[config.mk]
export PLATFORM = sky130hd
export DESIGN_NAME = deadline_budget_monitor
export DESIGN_NICKNAME = d
export VERILOG_FILES = /design/src/sv/dbm_pkg.sv /design/src/sv/deadline_budget_monitor.sv /design/src/sv/dbm_ctrl.sv /design/src/sv/dbm_dp.sv
export VERILOG_INCLUDE_DIRS = /design/src /design/src/sv
export SDC_FILE = /design/constraint.sdc
export NUM_CORES = 2
export LEC_CHECK = 0
export BUFFER_PORTS_ARGS = -buffer_cell sky130_fd_sc_hd__buf_2
export CORE_UTILIZATION = 55
export DETAILED_ROUTE_END_ITERATION = 10
export GPL_TIMING_DRIVEN = 0
export HOLD_SLACK_MARGIN = 0.08
export PLACE_DENSITY = 0.71
export SLEW_MARGIN = 0
export SYNTH_ARGS = -nofsm -noshare
export SYNTH_HDL_FRONTEND = slang
export SYNTH_SLANG_ARGS = --single-unit
[constraint.sdc]
create_clock -name clock -period 39.9 [get_ports clock]
set_input_delay 7.98 -clock clock [delete_from_list [all_inputs] [get_ports clock]]
set_output_delay 7.98 -clock clock [all_outputs]
set_load 0.01 [all_outputs]
[src/sv/deadline_budget_monitor_defines.svh]
// Assertion macros shared by the deadline budget monitor RTL.
`ifndef DEADLINE_BUDGET_MONITOR_DEFINES_SVH
`define DEADLINE_BUDGET_MONITOR_DEFINES_SVH

`ifndef NO_ASSERTIONS

// checked only outside reset
`define DBM_ASSERT(lbl, prop, msg) \
   lbl: assert property (@(posedge clock) disable iff (reset) prop) else $error(msg);

// checked at every edge, reset included
`define DBM_ASSERT_ALWAYS(lbl, prop, msg) \
   lbl: assert property (@(posedge clock) prop) else $error(msg);

`else

`define DBM_ASSERT(lbl, prop, msg)

`define DBM_ASSERT_ALWAYS(lbl, prop, msg)

`endif

`endif

[src/sv/dbm_pkg.sv]
`timescale 1ns / 1ps

package dbm_pkg;

   localparam int SLOTS = 16;
   localparam int IDX_W = (SLOTS > 1) ? $clog2(SLOTS) : 1;

   typedef logic [IDX_W-1:0] idx_type;

   localparam logic [2:0] OP_REGISTER     = 3'd0;
   localparam logic [2:0] OP_BEGIN        = 3'd1;
   localparam logic [2:0] OP_END          = 3'd2;
   localparam logic [2:0] OP_READ_MISSES  = 3'd3;
   localparam logic [2:0] OP_CLEAR_MISSES = 3'd4;
   localparam logic [2:0] OP_READ_BUDGET  = 3'd5;

   localparam logic [1:0] STS_OK      = 2'd0;
   localparam logic [1:0] STS_DUP_ID  = 2'd1;
   localparam logic [1:0] STS_FULL    = 2'd2;
   localparam logic [1:0] STS_NO_ID   = 2'd3;

   typedef struct packed {
      logic scan_start;
      logic scan_step;
      logic fetch;
      logic calc;
      logic write;
   } dbm_cmd_type;

   typedef struct packed {
      logic scan_last;
      logic rsp_busy;
   } dbm_sts_type;

endpackage

[src/sv/deadline_budget_monitor.sv]
`timescale 1ns / 1ps
// Deadline budget monitor: a table of SLOTS task slots (id, budget, start, miss count).
// Request channel req_*: one operation per item (op, task_id, budget, now_us),
// taken when req_valid is high and req_stall low. Response channel rsp_*: exactly
// one item per request (status, miss_total, budget_out), taken when rsp_valid is
// high and rsp_stall low.
// Each request walks the task-id store one slot a cycle to find the id and the
// lowest free slot, then reads the slot, compares the elapsed time and writes back.
// One request is in work at a time: req_stall stays high from acceptance through
// the write step, so a new item is taken only after the last one has been written.
// The slot walk over the single read port of the id store is the longest step.
// The finished result sits in an output register; the next request is accepted
// while it waits, and that request holds in its compare step while rsp_stall
// keeps the register occupied.
// Synchronous reset empties the table (all slots unused) and drops any pending
// result; slot contents need no clearing pass.
module deadline_budget_monitor import dbm_pkg::*; (
   input  logic         clock,
   input  logic         reset,
   input  logic         req_valid,
   output logic         req_stall,
   input  logic [2:0]   req_op,
   input  logic [15:0]  req_task_id,
   input  logic [31:0]  req_budget,
   input  logic [63:0]  req_now_us,
   output logic         rsp_valid,
   input  logic         rsp_stall,
   output logic [1:0]   rsp_status,
   output logic [31:0]  rsp_miss_total,
   output logic [31:0]  rsp_budget_out
);

   dbm_cmd_type cmd;
   dbm_sts_type sts;

   dbm_ctrl u_ctrl (
      .clock     (clock),
      .reset     (reset),
      .req_valid (req_valid),
      .req_stall (req_stall),
      .sts       (sts),
      .cmd       (cmd)
   );

   dbm_dp u_dp (
      .clock          (clock),
      .reset          (reset),
      .cmd            (cmd),
      .sts            (sts),
      .req_op         (req_op),
      .req_task_id    (req_task_id),
      .req_budget     (req_budget),
      .req_now_us     (req_now_us),
      .rsp_valid      (rsp_valid),
      .rsp_stall      (rsp_stall),
      .rsp_status     (rsp_status),
      .rsp_miss_total (rsp_miss_total),
      .rsp_budget_out (rsp_budget_out)
   );

endmodule

[src/sv/dbm_ctrl.sv]
`timescale 1ns / 1ps
`include "deadline_budget_monitor_defines.svh"

module dbm_ctrl import dbm_pkg::*; (
   input  logic        clock,
   input  logic        reset,
   input  logic        req_valid,
   output logic        req_stall,
   input  dbm_sts_type sts,
   output dbm_cmd_type cmd
);

   typedef enum logic [5:0] {
      ST_IDLE     = 6'b000001,
      ST_SCAN     = 6'b000010,
      ST_SCAN_END = 6'b000100,
      ST_FETCH    = 6'b001000,
      ST_CALC     = 6'b010000,
      ST_WRITE    = 6'b100000
   } state_type;

   state_type state_ff;
   state_type state_in;

   always_comb begin
      state_in = state_ff;
      unique case (state_ff)
         ST_IDLE: begin
            if (req_valid) begin
               state_in = ST_SCAN;
            end
         end
         ST_SCAN: begin
            if (sts.scan_last) begin
               state_in = ST_SCAN_END;
            end
         end
         ST_SCAN_END: state_in = ST_FETCH;
         ST_FETCH:    state_in = ST_CALC;
         ST_CALC: begin
            // hold until the result register can take the item
            if (!sts.rsp_busy) begin
               state_in = ST_WRITE;
            end
         end
         ST_WRITE:    state_in = ST_IDLE;
         default:     state_in = ST_IDLE;
      endcase
   end

   always_ff @(posedge clock) begin
      if (reset) begin
         state_ff <= ST_IDLE;
      end else begin
         state_ff <= state_in;
      end
   end

   assign req_stall      = (state_ff != ST_IDLE);
   assign cmd.scan_start = (state_ff == ST_IDLE) && req_valid;
   assign cmd.scan_step  = (state_ff == ST_SCAN);
   assign cmd.fetch      = (state_ff == ST_FETCH);
   assign cmd.calc       = (state_ff == ST_CALC);
   assign cmd.write      = (state_ff == ST_WRITE);

   `DBM_ASSERT_ALWAYS(a_reset_idle, reset |=> state_ff == ST_IDLE, "not idle after reset")
   `DBM_ASSERT(a_accept_scan, cmd.scan_start |=> state_ff == ST_SCAN, "accept did not start scan")
   `DBM_ASSERT(a_calc_hold, (state_ff == ST_CALC) && sts.rsp_busy |=> state_ff == ST_CALC, "left calc while result busy")

endmodule

[src/sv/dbm_dp.sv]
`timescale 1ns / 1ps
`include "deadline_budget_monitor_defines.svh"

module dbm_dp import dbm_pkg::*; (
   input  logic         clock,
   input  logic         reset,
   input  dbm_cmd_type  cmd,
   output dbm_sts_type  sts,
   input  logic [2:0]   req_op,
   input  logic [15:0]  req_task_id,
   input  logic [31:0]  req_budget,
   input  logic [63:0]  req_now_us,
   output logic         rsp_valid,
   input  logic         rsp_stall,
   output logic [1:0]   rsp_status,
   output logic [31:0]  rsp_miss_total,
   output logic [31:0]  rsp_budget_out
);

   // slot stores, registered read
   logic [15:0] task_mem   [SLOTS];
   logic [31:0] limit_mem  [SLOTS];
   logic [63:0] start_mem  [SLOTS];
   logic [31:0] misses_mem [SLOTS];

   logic [SLOTS-1:0] used_ff, used_in;

   logic [2:0]  op_ff, op_in;
   logic [15:0] id_ff, id_in;
   logic [31:0] bud_ff, bud_in;
   logic [63:0] now_ff, now_in;

   idx_type scan_idx_ff, scan_idx_in;
   idx_type cmp_idx_ff, cmp_idx_in;
   logic    cmp_vld_ff, cmp_vld_in;
   logic    found_ff, found_in;
   idx_type hit_idx_ff, hit_idx_in;
   logic    free_ff, free_in;
   idx_type free_idx_ff, free_idx_in;

   logic [15:0] task_q_ff;
   logic [31:0] limit_q_ff;
   logic [63:0] start_q_ff;
   logic [31:0] misses_q_ff;

   logic over_ff, over_in;
   logic started_ff, started_in;

   logic        rsp_valid_ff, rsp_valid_in;
   logic [1:0]  rsp_status_ff, rsp_status_in;
   logic [31:0] rsp_miss_ff, rsp_miss_in;
   logic [31:0] rsp_bud_ff, rsp_bud_in;

   logic        cmp_used, cmp_hit;
   logic [63:0] elapsed;

   idx_type     wr_idx;
   logic        task_we, limit_we, start_we, miss_we, used_set;
   logic [63:0] start_wd;
   logic [31:0] miss_wd;
   logic [1:0]  status_c;
   logic [31:0] miss_c, bud_c;

   assign cmp_used = used_ff[cmp_idx_ff];
   assign cmp_hit  = cmp_vld_ff && cmp_used && (task_q_ff == id_ff);
   assign elapsed  = now_ff - start_q_ff;

   // scan control and request capture
   always_comb begin
      op_in       = op_ff;
      id_in       = id_ff;
      bud_in      = bud_ff;
      now_in      = now_ff;
      scan_idx_in = scan_idx_ff;
      cmp_idx_in  = cmp_idx_ff;
      cmp_vld_in  = cmd.scan_step;
      found_in    = found_ff;
      hit_idx_in  = hit_idx_ff;
      free_in     = free_ff;
      free_idx_in = free_idx_ff;
      if (cmd.scan_start) begin
         op_in       = req_op;
         id_in       = req_task_id;
         bud_in      = req_budget;
         now_in      = req_now_us;
         scan_idx_in = '0;
         cmp_vld_in  = 1'b0;
         found_in    = 1'b0;
         free_in     = 1'b0;
      end else begin
         if (cmd.scan_step) begin
            scan_idx_in = scan_idx_ff + IDX_W'(1);
            cmp_idx_in  = scan_idx_ff;
         end
         if (cmp_hit && !found_ff) begin
            found_in   = 1'b1;
            hit_idx_in = cmp_idx_ff;
         end
         // lowest free slot wins
         if (cmp_vld_ff && !cmp_used && !free_ff) begin
            free_in     = 1'b1;
            free_idx_in = cmp_idx_ff;
         end
      end
   end

   always_comb begin
      over_in    = over_ff;
      started_in = started_ff;
      if (cmd.calc) begin
         over_in    = elapsed > {32'd0, limit_q_ff};
         started_in = (start_q_ff != 64'd0);
      end
   end

   // operation decode, applied in the write step
   always_comb begin
      wr_idx   = (op_ff == OP_REGISTER) ? free_idx_ff : hit_idx_ff;
      task_we  = 1'b0;
      limit_we = 1'b0;
      start_we = 1'b0;
      miss_we  = 1'b0;
      used_set = 1'b0;
      start_wd = 64'd0;
      miss_wd  = 32'd0;
      status_c = STS_OK;
      miss_c   = 32'd0;
      bud_c    = 32'd0;
      unique case (op_ff) inside
         OP_REGISTER: begin
            if (found_ff) begin
               status_c = STS_DUP_ID;
            end else if (free_ff) begin
               task_we  = 1'b1;
               limit_we = 1'b1;
               start_we = 1'b1;
               miss_we  = 1'b1;
               used_set = 1'b1;
            end else begin
               status_c = STS_FULL;
            end
         end
         OP_BEGIN, OP_END, OP_READ_MISSES, OP_CLEAR_MISSES, OP_READ_BUDGET: begin
            if (!found_ff) begin
               status_c = STS_NO_ID;
            end else begin
               unique case (op_ff)
                  OP_BEGIN: begin
                     start_we = 1'b1;
                     start_wd = now_ff;
                  end
                  OP_END: begin
                     if (started_ff) begin
                        start_we = 1'b1;
                        miss_we  = over_ff;
                        miss_wd  = misses_q_ff + 32'd1;
                     end
                  end
                  OP_READ_MISSES:  miss_c  = misses_q_ff;
                  OP_CLEAR_MISSES: miss_we = 1'b1;
                  OP_READ_BUDGET:  bud_c   = limit_q_ff;
                  default: ;
               endcase
            end
         end
         default: ;
      endcase
      task_we  = task_we  && cmd.write;
      limit_we = limit_we && cmd.write;
      start_we = start_we && cmd.write;
      miss_we  = miss_we  && cmd.write;
      used_set = used_set && cmd.write;
   end

   always_comb begin
      used_in = used_ff;
      if (used_set) begin
         used_in[free_idx_ff] = 1'b1;
      end
   end

   always_comb begin
      rsp_valid_in  = rsp_valid_ff && rsp_stall;
      rsp_status_in = rsp_status_ff;
      rsp_miss_in   = rsp_miss_ff;
      rsp_bud_in    = rsp_bud_ff;
      if (cmd.write) begin
         rsp_valid_in  = 1'b1;
         rsp_status_in = status_c;
         rsp_miss_in   = miss_c;
         rsp_bud_in    = bud_c;
      end
   end

   always_ff @(posedge clock) begin
      if (reset) begin
         used_ff      <= '0;
         cmp_vld_ff   <= 1'b0;
         found_ff     <= 1'b0;
         free_ff      <= 1'b0;
         rsp_valid_ff <= 1'b0;
      end else begin
         used_ff      <= used_in;
         cmp_vld_ff   <= cmp_vld_in;
         found_ff     <= found_in;
         free_ff      <= free_in;
         rsp_valid_ff <= rsp_valid_in;
      end
   end

   always_ff @(posedge clock) begin
      op_ff         <= op_in;
      id_ff         <= id_in;
      bud_ff        <= bud_in;
      now_ff        <= now_in;
      scan_idx_ff   <= scan_idx_in;
      cmp_idx_ff    <= cmp_idx_in;
      hit_idx_ff    <= hit_idx_in;
      free_idx_ff   <= free_idx_in;
      over_ff       <= over_in;
      started_ff    <= started_in;
      rsp_status_ff <= rsp_status_in;
      rsp_miss_ff   <= rsp_miss_in;
      rsp_bud_ff    <= rsp_bud_in;
   end

   always_ff @(posedge clock) begin
      if (task_we) begin
         task_mem[wr_idx] <= id_ff;
      end
      if (cmd.scan_step) begin
         task_q_ff <= task_mem[scan_idx_ff];
      end
   end

   always_ff @(posedge clock) begin
      if (limit_we) begin
         limit_mem[wr_idx] <= bud_ff;
      end
      if (cmd.fetch) begin
         limit_q_ff <= limit_mem[hit_idx_ff];
      end
   end

   always_ff @(posedge clock) begin
      if (start_we) begin
         start_mem[wr_idx] <= start_wd;
      end
      if (cmd.fetch) begin
         start_q_ff <= start_mem[hit_idx_ff];
      end
   end

   always_ff @(posedge clock) begin
      if (miss_we) begin
         misses_mem[wr_idx] <= miss_wd;
      end
      if (cmd.fetch) begin
         misses_q_ff <= misses_mem[hit_idx_ff];
      end
   end

   assign sts.scan_last = (scan_idx_ff == IDX_W'(SLOTS - 1));
   assign sts.rsp_busy  = rsp_valid_ff && rsp_stall;

   assign rsp_valid      = rsp_valid_ff;
   assign rsp_status     = rsp_status_ff;
   assign rsp_miss_total = rsp_miss_ff;
   assign rsp_budget_out = rsp_bud_ff;

   `DBM_ASSERT(a_write_free, cmd.write |-> !rsp_valid_ff, "result register still occupied")
   `DBM_ASSERT(a_hit_used, found_ff |-> used_ff[hit_idx_ff], "matched slot is not in use")
   `DBM_ASSERT(a_reg_unused, used_set |-> !used_ff[free_idx_ff], "register into a used slot")
   `DBM_ASSERT(a_rsp_source, $rose(rsp_valid_ff) |-> $past(cmd.write), "result without write step")

endmodule
======== Word level (Yosys, flattened, before mapping) ========
Memory sizes are Yosys's and may differ from the RTL's. A register that Yosys moved wholly into a read port is not among the register bits.
Index checks and enable logic that the tools add are counted.
storage, ports and cells
  bits in registers ....................... 225
  bits in latches ......................... 0
  memory bits (writable) .................. 2,304
  bits in read-only memories .............. 0
  input bits .............................. 119
  output and inout port bits .............. 68
  word-level logic and storage cells ...... 111
  memories kept ........................... 4
memories
  name             words  bits a word  read ports  clocked after Yosys merged registers in  wr ports  line          text
  u_dp.start_mem   16     64           1           1                                        1         dbm_dp.sv:23  logic [63:0] start_mem [SLOTS];
  u_dp.limit_mem   16     32           1           1                                        1         dbm_dp.sv:22  logic [31:0] limit_mem [SLOTS];
  u_dp.misses_mem  16     32           1           1                                        1         dbm_dp.sv:24  logic [31:0] misses_mem [SLOTS];
  u_dp.task_mem    16     16           1           1                                        1         dbm_dp.sv:21  logic [15:0] task_mem [SLOTS];
cells by class
  add/sub/neg operators ................... 3
  multiply operators ...................... 0
  div/mod/pow operators ................... 0
  magnitude comparators ................... 4
  eq/ne operators ......................... 17
  shifts and indexed selects .............. 0
  mux-type cells .......................... 38
  bitwise logic cells ..................... 2
  reductions and logical operators ........ 24
operators with widths
  kind                                                                   number
  64-bit two-way mux                                                     3
  32-bit two-way mux                                                     4
  64-bit by 32-bit > comparator with 1-bit output                        1
  64-bit nonzero test                                                    1
  64-bit subtractor                                                      1
  32-bit by 1-bit adder with 32-bit output (second input constant)       1
  6-bit case mux with 5 select lines                                     1
  6-bit two-way mux                                                      3
  16-bit == test                                                         1
  1-bit two-way mux                                                      16
  16-bit bitwise OR                                                      1
  1-bit logical AND                                                      11
  4-bit by 5-bit < comparator with 1-bit output (second input constant)  2
  3-bit AND reduction                                                    3
  1-bit case mux with 2 select lines                                     4
  3-bit by 2-bit == test with 1-bit output (second input constant)       2
  3-bit == test (second input constant)                                  2
  6-bit by 1-bit == test with 1-bit output (second input constant)       1
  6-bit by 2-bit == test with 1-bit output (second input constant)       1
  6-bit by 3-bit == test with 1-bit output (second input constant)       1
  6-bit by 4-bit == test with 1-bit output (second input constant)       1
  6-bit by 5-bit == test with 1-bit output (second input constant)       1
  6-bit == test (second input constant)                                  1
  2-bit two-way mux                                                      3
  other kinds (16)                                                       22

======== Logic depth before layout (Yosys ltp) ========
  depth in word-level cells ............... 7
  gate-level depth with buffers ........... 24
  mapped depth without buffers ............ 23

======== Cells and area by module ========
Synthesis repeated with hierarchy kept, for this count alone.
unflattened totals
  cell total of the unflattened synthesis .. 4,973
  area total of the unflattened synthesis .. 105,254.7 µm²
modules (own cells, without submodules)
  module    instances  cells an instance  area an instance (µm²)  seq. area each (µm²)
  dbm_dp    1          4,934              104,910.6               79,846.6
  dbm_ctrl  1          39                 344.1                   120.1

======== Worst setup path before layout ========
OpenSTA, ideal clock, no wires.
  path type ............................... input to register
  start point ............................. input req_valid
  end point ............................... register u_dp.hit_idx_ff[0], enable pin
  setup time .............................. 0.576 ns
  arrival ................................. 13.695 ns
  required time ........................... 39.324 ns
  path slack .............................. 25.630 ns
  cell stages on the path ................. 3
  buffers on the path ..................... 0
  cell sequence ........................... inv_1 nor2_1 nor2_1
RTL lines
  what                    line                           text
  start: declaration      deadline_budget_monitor.sv:20  input logic req_valid,
  end signal: assignment  dbm_dp.sv:218                  hit_idx_ff <= hit_idx_in;
  end: declaration        dbm_dp.sv:37                   idx_type hit_idx_ff, hit_idx_in;

======== Worst setup path after layout ========
  start point ............................. register u_ctrl.state_ff[2]
  end point ............................... output req_stall
on the way
  longest elaborated chain between the ends .. 1
RTL lines
  what                                      line                           text
  start: declaration                        dbm_ctrl.sv:22                 state_type state_ff;
  start signal: assignment                  dbm_ctrl.sv:55                 state_ff <= state_in;
  6-bit by 1-bit != test with 1-bit output  dbm_ctrl.sv:59                 assign req_stall = (state_ff != ST_IDLE);
  end: declaration                          deadline_budget_monitor.sv:21  output logic req_stall,
Every way passes these cells.

==> impl_metrics.json <==
{
  "status": "completed",
  "synth_nets": 5184,
  "ys_seq_elements": 2673,
  "ys_types": 89,
  "fin_util_pct": 63.6,
  "fp.dieW_um": 440,
  "cts_sinks": 2673,
  "num_vias": 54100,
  "r2r_slack_ns": 32.99,
  "startpoint_type": "register",
  "cts_buffers": 285,
  "ctsResizeCount": 0,
  "core.rowCount": 160,
  "syn_area_sq_um": 105000,
  "yosysMostFrequentCell": "edfxtp_1",
  "path_class": "reg2out",
  "worstPathRequired_ns": 31.92,
  "power_density_nw_per_um2": 48.3,
  "finalWirelength_mm": 277,
  "min_period_over_period_pct": 25.7,
  "vias_per_cell": 6.53,
  "num-nets-final": 5796,
  "power.leakage_nw": 40.2,
  "synth_ff_type": "edfxtp_1",
  "finalPower_mw": 5.84,
  "ios": 187,
  "tightest_slew_ns": 1.39,
  "yosys.area.top_type_share_pct": 75.4,
  "rsz0062_at_grt": "false",
  "max-clock-path-buffers": 4,
  "grt_pass1_vias": 54500,
  "fp.dieArea_sq_um": 193000,
  "finalSetupViolCount": 0,
  "rr_worst_depth": 21,
  "firstDrtPassIters": 6,
  "max_freq_ghz": 0.0974,
  "synth_edf_count": 2643,
  "cts-htree-levels": 5,
  "cts_tree": "yes",
  "cts_root_buffer": "clkbuf_16",
  "async_flop_share_pct": 0,
  "dieHeight_um": 440,
  "drv_slew": 0,
  "fin_setup_tns_ns": 0,
  "grt.total_usage_pct": 29.1,
  "drc_errors": 0,
  "drtIter0Drc": 6958,
  "grt-ovfl-total": 0,
  "finalHoldViolCount": 0,
  "drive_gt1_share_pct": 26.3,
  "start_util_pct": 55.4,
  "ys_warn_count": 0,
  "met1_usage_pct": 39.8,
  "cts_hold_buf": 0,
  "grtUsageMet3_pct": 5.05,
  "ir_worst_vdd_mv": 0.0474,
  "path_max_fanout": 5,
  "setup.worst_path.start": "u_ctrl.state_ff[2]",
  "wl_per_cell_um": 33.5,
  "cp_data_arrival_time_ns": 2.28,
  "portBuffers": 185,
  "crit_chain": "nor2_1 -> nand3b_1 -> or3_1 -> buf_2",
  "grt_max_degree": 44,
  "insertion_delay_ns": 0.96,
  "whs_ns": 0.451,
  "r2r_start": "u_dp.now_ff[0]",
  "endpoint": "req_stall",
  "synthCells": 4967,
  "synth-seq-area-share_pct": 75.9,
  "synthToLayoutAreaGrowth_pct": 14.9,
  "yosys-top-cells-area": "edfxtp_1 75%, mux4_2 15%, ha_1 1.2%, nor2_1 0.65%, a21oi_1 0.60%",
  "worst_clock_skew_ns": 0.0887,
  "met2_usage_pct": 46.8,
  "maxSlewHeadroom_pct": 7.11,
  "ant_nets": 0,
  "worstReg2RegEnd": "u_dp.over_ff",
  "hpwl_mm": 180,
  "core_sq_um": 190000,
  "crit_path_end_kind": "primary output",
  "place_congestion": 0.927,
  "worst_hold_path_type": "reg2reg",
  "slowest_stage": "or3_1",
  "ys_top_cells_by_count": "2,643 x edfxtp_1, 713 x mux4_2, 183 x nor2_1, 159 x clkbuf_1, 126 x a21oi_1",
  "grt_busiest_layer": "met2",
  "syn_avg_cell_area_sq_um": 21.2,
  "period_minus_slack_ns": 10.26,
  "grt_pass1_wl_mm": 394,
  "antenna_found_initial": 3,
  "max-cap-violations": 0,
  "yosys.area.top_type": "edfxtp_1",
  "postCtsSetupBuffers": 0,
  "clk_pin_slew_worst_paths_ns": 0.06,
  "max_stage_delay_ns": 0.40
}
how the worst min path moves through the flow:
| stage | startpoint | endpoint | slack [ns] | cells past startpoint |
|---|---|---|---|---|
| CTS | u_dp.scan_idx_ff[2] | u_dp.cmp_idx_ff[2] | 0.45 | 0 |
| detailed placement | u_dp.scan_idx_ff[2] | u_dp.cmp_idx_ff[2] | 0.42 | 0 |
| global placement | u_dp.scan_idx_ff[2] | u_dp.cmp_idx_ff[2] | 0.42 | 0 |
| global route | u_dp.scan_idx_ff[2] | u_dp.cmp_idx_ff[2] | 0.46 | 0 |
| floorplan | u_dp.scan_idx_ff[2] | u_dp.cmp_idx_ff[2] | 0.41 | 0 |
| finish | u_dp.scan_idx_ff[2] | u_dp.cmp_idx_ff[2] | 0.45 | 0 |
layout by cell type (no fill, tap or decap), types with 14 or more instances in the layout:
master | Yosys | layout
mux4_2 | 713 | 713
buf_2 | 3 | 189
a21o_1 | 21 | 21
nand2_1 | 115 | 115
or3_1 | 16 | 16
buf_16 | 0 | 24
o21ai_0 | 70 | 70
ha_1 | 97 | 97
buf_12 | 0 | 79
buf_1 | 47 | 46
dfxtp_1 | 30 | 30
nand4_1 | 47 | 47
and2_1 | 96 | 96
a21oi_1 | 126 | 126
bufinv_16 | 0 | 15
mux2i_1 | 15 | 15
nor2b_1 | 23 | 23
nand2b_1 | 14 | 14
xor2_1 | 35 | 35
clkbuf_1 | 159 | 199
clkinv_1 | 1 | 54
clkbuf_16 | 0 | 294
nand3_1 | 32 | 32
buf_6 | 5 | 34
a211oi_1 | 16 | 16
o21a_1 | 23 | 23
nor4_1 | 29 | 28
nor2_4 | 1 | 47
nor3_1 | 77 | 73
edfxtp_1 | 2643 | 2643
xnor2_1 | 49 | 49
inv_1 | 125 | 125
clkinv_2 | 0 | 43
nor2_1 | 183 | 137
critical path: cells and delay by family (launching register included):
kind	cells	cell delay (ns)
buffers and inverters	1	0.18
flip-flops	1	0.34
AND/OR/NAND/NOR	3	0.81
per-stage QoR:
step,setup WS [ns],cell area (sq um),instances
floorplan,25.63,105000,4967
global placement,14.96,109000,7663
detailed placement,30.33,112000,7803
CTS,29.60,121000,8275
global route,29.49,121000,8275
finish,29.64,121000,8281
where the power goes:
part / leakage (nW) / internal (mW) / switching, mW / total (mW)
logic: 10.1 / 0.0827 / 0.130 / 0.213
registers: 25.8 / 3.10 / 0.0488 / 3.15
clock network: 4.21 / 1.44 / 1.04 / 2.48
total: 40.2 / 4.63 / 1.22 / 5.84
flip-flops by register name (all words and copies together) (netlist names), 32 cells and up:
signal,count
u_dp.start_mem,1024
u_dp.limit_q_ff,32
u_dp.limit_mem,512
u_dp.misses_mem,512
u_dp.task_mem,256
u_dp.now_ff,64
u_dp.rsp_budget_out,32
u_dp.bud_ff,32
u_dp.start_q_ff,64
u_dp.misses_q_ff,32
u_dp.rsp_miss_total,32
cell families after synthesis:
logic type / Yosys count / share of synthesized area, %
AND/OR/NAND/NOR: 681 / 3.30
XOR/XNOR: 85 / 0.714
buffers and inverters: 350 / 1.36
adder cells (fa/ha/maj): 98 / 1.17
multiplexers: 728 / 15.4
flip-flops: 2673 / 75.9
AO/OA/AOI/OAI: 352 / 2.13
layout make-up:
class	count	area (sq um)
well taps	2511	3140
clock inverters	125	990
inverters	126	473
repair buffers	325	3600
diodes	6	15.0
fillers	12500	69100
multi-input cells	1944	24300
plain buffers	224	968
flip-flops and latches	2673	80000
clock buffers	347	7590
per-layer routing:
metal  vias to the layer above  wire length (um)
met1                     28500            106000
met4                         2             12400
met2                      3125            135000
met5                         -                13
met3                       592             24100
li1                      21900                 -
Note: power is estimated with default switching activity, not from simulation.
